## src/rtl/spnt_pkg.sv

```systemverilog
// Package for the strip pedestal and noise tracker: sizes, codes, types.
// No dependencies.
package spnt_pkg;

  localparam int NumBoards      = 2;
  localparam int GroupsPerBoard = 4;
  localparam int LinksPerGroup  = 6;
  localparam int StripsPerLink  = 128;
  localparam int StripsPerGroup = LinksPerGroup * StripsPerLink;
  localparam int NumGroups      = NumBoards * GroupsPerBoard;
  localparam int NumStrips      = NumGroups * StripsPerGroup;
  localparam int GroupW         = $clog2(NumGroups);
  localparam int AddrW          = $clog2(NumStrips);

  localparam int BoardW = 1;
  localparam int GrpW   = 2;
  localparam int StripW = 10;
  localparam int AdcW   = 10;
  localparam int MeanW  = 26;
  localparam int MsqW   = 32;
  localparam int NoiseW = 16;
  localparam int CntW   = 16;

  localparam int InDataW  = 24;  // 23 bits of fields, padded
  localparam int OutDataW = 88;  // 87 bits of fields, padded

  localparam logic [0:0] CfgFollow = 1'b0;
  localparam logic [0:0] CfgReset  = 1'b1;

  typedef enum logic [3:0] {
    ST_IDLE, ST_CLEAR, ST_READ, ST_MUL, ST_DIV, ST_WRITE, ST_SQRT, ST_OUT
  } state_e;

  // controller to datapath
  typedef struct packed {
    logic load;      // capture input beat
    logic clr_wr;    // write zero at clear address
    logic read;      // issue store read
    logic mul;       // form numerators
    logic div_start;
    logic wr;        // write back results
    logic sqrt_start;
    logic out_load;
  } cmd_t;

  // datapath to controller
  typedef struct packed {
    logic in_range;
    logic div_done;
    logic sqrt_done;
    logic clr_last;
  } sts_t;

endpackage

```

## src/rtl/spnt_ctrl.sv

```systemverilog
// Controller state machine for the tracker.
// Depends on spnt_pkg.
module spnt_ctrl (
  input  logic            clk_i,
  input  logic            rst_ni,
  input  logic            in_valid_i,
  output logic            in_ready_o,
  input  logic            out_free_i,
  input  spnt_pkg::sts_t  sts_i,
  output spnt_pkg::cmd_t  cmd_o
);
  import spnt_pkg::*;

  state_e state_q, state_d;

  // next state
  always_comb begin
    state_d = state_q;
    case (state_q)
      ST_CLEAR: if (sts_i.clr_last) state_d = ST_IDLE;
      ST_IDLE:  if (in_valid_i) state_d = ST_READ;
      ST_READ:  state_d = sts_i.in_range ? ST_MUL : ST_IDLE;
      ST_MUL:   state_d = ST_DIV;
      ST_DIV:   if (sts_i.div_done) state_d = ST_WRITE;
      ST_WRITE: state_d = ST_SQRT;
      ST_SQRT:  if (sts_i.sqrt_done) state_d = ST_OUT;
      ST_OUT:   if (out_free_i) state_d = ST_IDLE;
      default:  state_d = ST_IDLE;
    endcase
  end

  // outputs
  always_comb begin
    cmd_o = '0;
    in_ready_o = 1'b0;
    case (state_q)
      ST_CLEAR: cmd_o.clr_wr = 1'b1;
      ST_IDLE: begin
        in_ready_o = 1'b1;
        cmd_o.load = in_valid_i;
      end
      ST_READ:  cmd_o.read = sts_i.in_range;
      ST_MUL: begin
        cmd_o.mul = 1'b1;
        cmd_o.div_start = 1'b1;
      end
      ST_WRITE: begin
        cmd_o.wr = 1'b1;
        cmd_o.sqrt_start = 1'b1;
      end
      ST_OUT:   cmd_o.out_load = out_free_i;
      default: ;
    endcase
  end

  always_ff @(posedge clk_i or negedge rst_ni) begin
    if (!rst_ni) begin
      state_q <= ST_CLEAR;
    end else begin
      state_q <= state_d;
    end
  end

  a_ready_idle: assert property (@(posedge clk_i) disable iff (!rst_ni)
    in_ready_o |-> state_q == ST_IDLE) else $error("ready outside idle");
  a_div_then_write: assert property (@(posedge clk_i) disable iff (!rst_ni)
    state_q == ST_WRITE |-> $past(state_q) == ST_DIV) else $error("write skipped divide");
  a_out_after_sqrt: assert property (@(posedge clk_i) disable iff (!rst_ni)
    cmd_o.out_load |-> state_q == ST_OUT) else $error("stray output load");
endmodule

```

## config.mk

```make
export PLATFORM = sky130hd
export DESIGN_NAME = spnt_ctrl
export DESIGN_NICKNAME = d
export VERILOG_FILES = /design/src/rtl/spnt_pkg.sv /design/src/rtl/spnt_ctrl.sv
export SDC_FILE = /design/constraint.sdc
export NUM_CORES = 1
export LEC_CHECK = 0
export BUFFER_PORTS_ARGS = -buffer_cell sky130_fd_sc_hd__buf_2
export CAP_MARGIN = 0
export CELL_PAD_IN_SITES_DETAIL_PLACEMENT = 1
export CELL_PAD_IN_SITES_GLOBAL_PLACEMENT = 1
export CORE_AREA = 5 5 42 44
export CTS_CLUSTER_DIAMETER = 200
export DETAILED_ROUTE_END_ITERATION = 10
export DIE_AREA = 0 0 47 49
export PLACE_DENSITY_LB_ADDON = 0.1
export SLEW_MARGIN = 20
export SYNTH_ARGS = -nofsm -noshare
export SYNTH_HDL_FRONTEND = slang
export SYNTH_SLANG_ARGS = --single-unit
export TNS_END_PERCENT = 100
```

## constraint.sdc

```tcl
create_clock -name clk_i -period 1.1 [get_ports clk_i]
set_input_delay 0.22 -clock clk_i [delete_from_list [all_inputs] [get_ports clk_i]]
set_output_delay 0.22 -clock clk_i [all_outputs]
set_load 0.01 [all_outputs]
```

== Word-level counts from Yosys, hierarchy flattened ==
Cells that the tools add are included.
W data, S select, Z words.

* Equal/unequal tests: 12
* Mux-type cells: 14
* Reductions and logical operators: 2

{| class="wikitable"
|+ Operators with widths
! operator !! number
|-
| $pmux W4 S8 || 1
|-
| $mux W4 || 5
|-
| $eq A4 B3 Y1 const B || 4
|-
| $ne A2 B2 Y1 const B || 5
|-
| $eq A4 B2 Y1 const B || 2
|-
| $mux W2 || 3
|-
| $mux W1 || 5
|-
| $reduce_and A5 Y1 || 1
|-
| $eq A4 B1 Y1 const B || 1
|-
| $logic_not A4 Y1 || 1
|}

* Flip-flop bits (word level): 4
* Input port bits: 8
* Output and inout bits: 9
* Logic and storage cells: 29

== Logic depth before layout (Yosys ltp) ==
Gate-level depths: netlist of the first run.

* Depth after elaboration: 3
* Mapped depth: 4
* Mapped depth without buffers: 3

== Least setup slack after synthesis of the first run ==
OpenSTA, ideal clock, no wires.

* Path kind: reg2out
* Start point: register state_q[2]
* End point: output cmd_o[7] in the netlist's numbering
* Arrival: 1125 ps
* Data required time: 880 ps
* Path slack: -245 ps
* Stages on the path, launching flop included: 4
* Path buffers: 1
* Path through: dfrtp_1 > buf_6 > nor3_1 > and2_1

{| class="wikitable"
|+ RTL lines
! item !! RTL line !! text
|-
| start, declared || spnt_ctrl.sv:14 || <nowiki>state_e state_q, state_d;</nowiki>
|-
| start signal, assigned || spnt_ctrl.sv:60 || <nowiki>state_q <= state_d;</nowiki>
|-
| end, declared || spnt_ctrl.sv:10 || <nowiki>output spnt_pkg::cmd_t cmd_o</nowiki>
|}

==> results.md, run 1 <==
- WS Path Type: reg2out
- Post-synth ARST share: 100%
- Leak: 0.265 nW
- Clock Tree Root: clkbuf_4
- Clock Tree Buf Depth: 2
- Post-route ant nets: 0
- DRT Pass-1 Iters: 2
- Least-Margin Pin Slew: 0.203 ns
- I/O pins: 17
- Yosys top cell by area: dfrtp_1
- Die footprint: 0.00230 mm²
- Antenna diodes: 0
- Max frequency: 0.695 GHz
- Setup Viol. Count Final: 11
- # H-tree levels: 1
- Critical path fanouts, max: 8
- Syn Nets: 40
- Final Skew: 0.000439 ns
- Fin nets: 71
- VDD IR max: 1.05 mV
- Row count: 14
- # DRC: 0
- Synth Register Bits: 3
- Post-synthesis cell area: 272 µm²
- Most common library cells after synthesis: nand2_1 (5), nor2_1 (4), buf_4 (3)
- Worst Reg-to-Reg Cells: 6
- Syn avg cell area: around 8.5 µm²
- Clock transition at the registers of the reported paths: around 0.030 ns
- Clk Latency, worst-skew pair: 0.23 ns
- Crit. End Element: primary output
- CTS tree: done
- Dpl hpwl: slightly above 600 µm
- Vias: 339
- Initial antenna violation count: 0
- FF-to-FF Start: state_q[0]
- PortBufs: 16
- Routed len/inst: 12.2 µm
- CP max stage cell: dfstp_2
- Vias in the first global route: 384
- Layout cells sized above 1: 71.0%
- Post-Route WL: 954 µm
- Largest register by flop count: state_q
- Total GRT Usage: 9.40%
- Power Density: 2600 mW/mm²
- 1st-iter DRT viols: 1
- Final period util: 131%
- Clock sink count: 3
- Flop2flop setup slack: -0.31 ns
- Ys flop type: dfrtp_1
- Critical Path, Cell by Cell: nor3b_4 -> buf_2
- Vias per inst: 4.35
- Die Span X: 47 µm
- Initial core utilization: 19.4%
- Die Y: 49 µm
- Tmin final: 1.44 ns
- Violated checks: setup timing
- Status: finished with violations
- Setup crit start kind: flip-flop
- Most area-consuming cells after synthesis: dfrtp_1 (18%), dfstp_2 (9.7%), buf_4 (8.3%)
- Final global-route overflow total: 0
- Synth top area share: between 15 and 20%
- Worst Hold Class: in2reg
- RSZ-0062 raised after global routing: true
- Origin of the worst setup path: state_q[0]
- FILL cells: 181
- Largest register FFs: 3
- Final hold vios: 0
- Hold Startpoint: in_valid_i
- Capture point of the worst reg-to-reg path: state_q[0]
- WHS Path Cells: 3
- Most numerous cell in the Yosys netlist: nand2_1
- Worst path required time: a little under 0.9 ns
- Max_slew headroom: 86.5%
- CTS Buf Count: 3
- YS warnings: 0
- Fin worst setup slack: -0.339 ns
- Slew Limit Fails: 0
- Area Growth Syn to Fin: 96.8%
- Post-synth EDFFs: 0
- Worst Hold End: state_q[1]
- Cell variety after synth: 19
- RD Place Congestion: 0.683
- Gate Count Post-Synth: 32
- Setup WS pre-CTS: -0.179 ns
- WP data arrival: 1.22 ns
- Max_cap viols: 0
- Register area share after synthesis: 28.1%
- First-pass GRT wire length: 1570 µm
- CP peak stage delay: 0.61 ns
- Core footprint: 0.00140 mm²
- Pwr Total: 0.00139 W
- Largest net degree at the start of global routing: 9
- Top Registers: state_q: 3 flops
critical path: cells and delay by family (launching register included):
kind / cells / cell delay, ns
buffers and inverters: 1 / 0.16
DFF: 1 / 0.61
and+or+nand+nor: 1 / 0.22
worst max path at each step:
stage	to	slack, ns	depth (start not counted)
3_3_place_gp	state_q[0]	-0.18	3
4_1_cts	cmd_o[6]	-0.36	2
2_1_floorplan	cmd_o[4]	-0.08	4
3_5_place_dp	state_q[0]	-0.18	3
6_report	cmd_o[6]	-0.34	2
5_1_grt	cmd_o[6]	-0.40	2
kinds of logic after synthesis:
group                  share of synthesized area (%)
and+or+nand+nor                                 37.3
muxes                                           3.69
DFF                                             28.1
AOI/OAI and AO/OA                               12.9
buffers and inverters                           18.0
area by class of cell:
| type | instances | area [µm²] | area share, % |
|---|---|---|---|
| well taps | 16 | 20.0 | 3.75 |
| repair buffers | 31 | 228 | 42.6 |
| clock buffers | 4 | 26.3 | 4.92 |
| multi-input cells | 23 | 178 | 33.3 |
| inverters | 1 | 3.75 | 0.703 |
| flip-flops and latches | 3 | 78.8 | 14.8 |
where the power goes:
part / switching (W) / internal (W)
Sequential: 0.000129 / 0.000186
Combinational: 0.000355 / 0.000534
Clock: 0.0000504 / 0.000135
cell usage in the layout, fill, tap and decap left out, types with 2 or more instances in the layout:
| master | instances |
|---|---|
| buf_4 | 12 |
| nand2_1 | 4 |
| buf_2 | 12 |
| clkbuf_4 | 3 |
| dfrtp_2 | 2 |
| nand2b_1 | 2 |
| buf_6 | 6 |
| nor2_1 | 2 |
per-layer routing:
layer | share of wire [%] | vias up | track usage (%)
met5 | 0 | - | 0
li1 | - | 167 | -
met4 | 0 | 0 | 5.53
met3 | 7.4 | 0 | 1.85
met1 | 39 | 159 | 10.0
met2 | 54 | 13 | 16.1
stage by stage:
step / std cells / setup TNS (ns) / utilization, % / hold WS, ns / instance area (µm²)
after global routing: 78 / -3.77 / 38.1 / 0.311 / 534
final: 78 / -3.13 / 38.1 / 0.296 / 534
after detailed placement: 63 / -1.27 / 27.1 / 0.0165 / 380
after global placement: 63 / -1.25 / 27.1 / 0.0133 / 380
after floorplan: 32 / -0.324 / - / -0.0756 / 303
after CTS: 77 / -3.08 / 37.2 / 0.291 / 522
what timing repair did:
item	CTS	global route
setup buffers	9	1
resized for setup	10	1
endpoints found under the hold margin	3	0
hold buffers	1	0
setup endpoints to repair	12	12
pin swaps	4	1
Power figures use the tool's default switching activity.
==> run 2, diff against run 1 <==
- CELL_PAD_IN_SITES_DETAIL_PLACEMENT: 1 -> 2
- CELL_PAD_IN_SITES_GLOBAL_PLACEMENT: 1 -> 2
- CORE_AREA: 5 5 42 44 -> unset
- CORE_MARGIN: unset -> 5
- CORE_UTILIZATION: unset -> 17
- DIE_AREA: 0 0 47 49 -> unset
- TNS_END_PERCENT: 100 -> 5
==> run 2 against run 1 <==
Effect of this change:
- the flow still finishes with violations (setup timing)
- sequential power grew 14%
- clock skew is 0.0071 ns higher
- count of clock-buffer cells in the layout unchanged
- register-to-register slack improved by 0.15 ns
- die area rose by 8.4%
- routed wire length shrank 6.3%
- power decreased by 18%
- highest routed layer unchanged
==> results.md, run 2 (synthesis gave the netlist of run 1 again) <==
- Sequential cell area: 78.8 µm²
- Dpl hpwl: 700 µm
- Setup crit start kind: flip-flop
- Flop pwr share: 31.6%
- Routed len/inst: 13.0 µm
- # DRC: 0
- CP max stage cell: dfstp_2
- PortBufs: 16
- WP buf/inv: 1
- Clock sink count: 3
- Post-route ant nets: 0
- Worst path required time: 0.88 ns
- # H-tree levels: 1
- VDD IR max: 0.787 mV
- Violated checks: setup timing
- Row count: 14
- FILL cells: 183
- Most common cell after layout, fill and taps aside: buf_2
- 1st-iter DRT viols: 0
- CP peak stage delay: 0.62 ns
- Top Registers: state_q: 3 flops
- Multi-input logic area: 178 µm²
- Power Density: 2540 mW/mm²
- Setup WS pre-CTS: -0.183 ns
- Switching power share of the total: a little over two fifths
- Clk Latency, worst-skew pair: 0.23 ns
- Largest register by flop count: state_q
- Die footprint: between 0.002 and 0.0025 mm²
- I/O pins: 17
- Setup Viol. Count Final: 11
- P_sw: 0.000482 W
- Max_slew headroom: slightly above 80%
- Final period util: 131%
- DRT Pass-1 Iters: 1
- Die Span X: between 40 and 50 µm
- Min Hold Slack: 0.306 ns
- Layout cells sized above 1: around 64%
- Clock share of power: 17.3%
- Largest register FFs: 3
- Final global-route overflow total: 0
- Post-Route WL: 894 µm
- Initial core utilization: 18.0%
- Largest net degree at the start of global routing: 13
- Clock Tree Buf Depth: 2
- Clock Tree Root: clkbuf_4
- Leak: 0.219 nW
- Least-Margin Pin Slew: 0.253 ns
- Die Y: 50.0 µm
- Total GRT Usage: 7.97%
- Worst Hold Class: in2async
- Combinational Power Share: 51.1%
- Fin nets: 62
- Clock transition at the registers of the reported paths: 0.04 ns
- Vias per inst: 4.38
- Status: finished with violations
- RSZ-0062 raised after global routing: true
- Initial antenna violation count: 0
- Critical Path, Cell by Cell: nor3b_4 -> buf_2
- Largest delay share family, worst path: flip-flops
- Core footprint: ~0.0015 mm²
- Fin worst setup slack: -0.336 ns
- CTS Buf Count: 3
- Critical path fanouts, max: 8
- Area Growth Syn to Fin: 64.5%
- Tmin final: 1.44 ns
- Vias: 302
- P_int: 0.000651 W
- RD Place Congestion: around 0.63
- Vias in the first global route: roughly 350
- Most frequent cells in the layout: buf_2 (14), buf_4 (5), nand2_1 (4)
- Antenna diodes: 0
- CTS tree: done
- First-pass GRT wire length: 1570 µm
- Crit. End Element: primary output
- WS Path Type: reg2out
- Final hold vios: 0
- Slew Limit Fails: 0
- Final Skew: between 0.007 and 0.008 ns
- Max frequency: 0.696 GHz
- WP data arrival: between 1 and 1.5 ns
- Max_cap viols: 0
run 2: power by group through the flow:
| stage | combinational (W) | sequential, W | clock (W) |
|---|---|---|---|
| after global routing | 0.000641 | 0.000376 | 0.000219 |
| after detailed placement | 0.000537 | 0.000357 | 0 |
| after floorplan | 0.000568 | 0.000209 | 0 |
| after CTS | 0.000561 | 0.000365 | 0.000204 |
| after global placement | 0.000531 | 0.000353 | 0 |
| final | 0.000580 | 0.000358 | 0.000196 |
run 2: layout make-up:
class | instances | share of cell area, %
clock buffers | 4 | 5.88
inverters | 1 | 0.840
multi-input cells | 23 | 39.8
flip-flops and latches | 3 | 17.6
well taps | 16 | 4.48
repair buffers | 22 | 31.4
run 2: worst paths after layout:
kind | slack [ns] | startpoint | cells after the start | to
min in group clk_i | 0.31 | in_valid_i | 3 | state_q[1]
hold / removal | 0.31 | rst_ni | 2 | state_q[2]
hold reg to reg | 0.70 | state_q[1] | 1 | state_q[0]
setup reg to reg | -0.16 | state_q[0] | 3 | state_q[0]
setup / recovery | -0.34 | state_q[0] | 2 | cmd_o[6]
max in group asynchronous | 0.58 | rst_ni | 2 | state_q[0]
run 2: through the flow:
step	std cells	total power, W	setup TNS, ns	util [%]	area [µm²]
finish	69	0.00113	-2.92	29.7	447
global route	69	0.00124	-3.69	29.7	447
CTS	69	0.00113	-3.22	28.9	435
detailed placement	63	0.000894	-1.44	25.2	380
global placement	63	0.000885	-1.17	25.2	380
floorplan	32	0.000776	-0.324	-	303
run 2: timing repair:
item / CTS / global route
endpoints found under the setup margin: 12 / 12
pin swaps: 4 / 0
endpoints found under the hold margin: 3 / 0
hold buffers: 1 / 0
gates resized for setup: 4 / 2
buffers inserted: 1 / 0
run 2: metal layers:
layer / vias up / track usage, % / wire length (µm)
met5: - / 0 / 0
met4: 0 / 3.93 / 0
met3: 0 / 1.51 / 48
met2: 8 / 14.2 / 491
met1: 143 / 8.81 / 354
li1: 151 / - / -
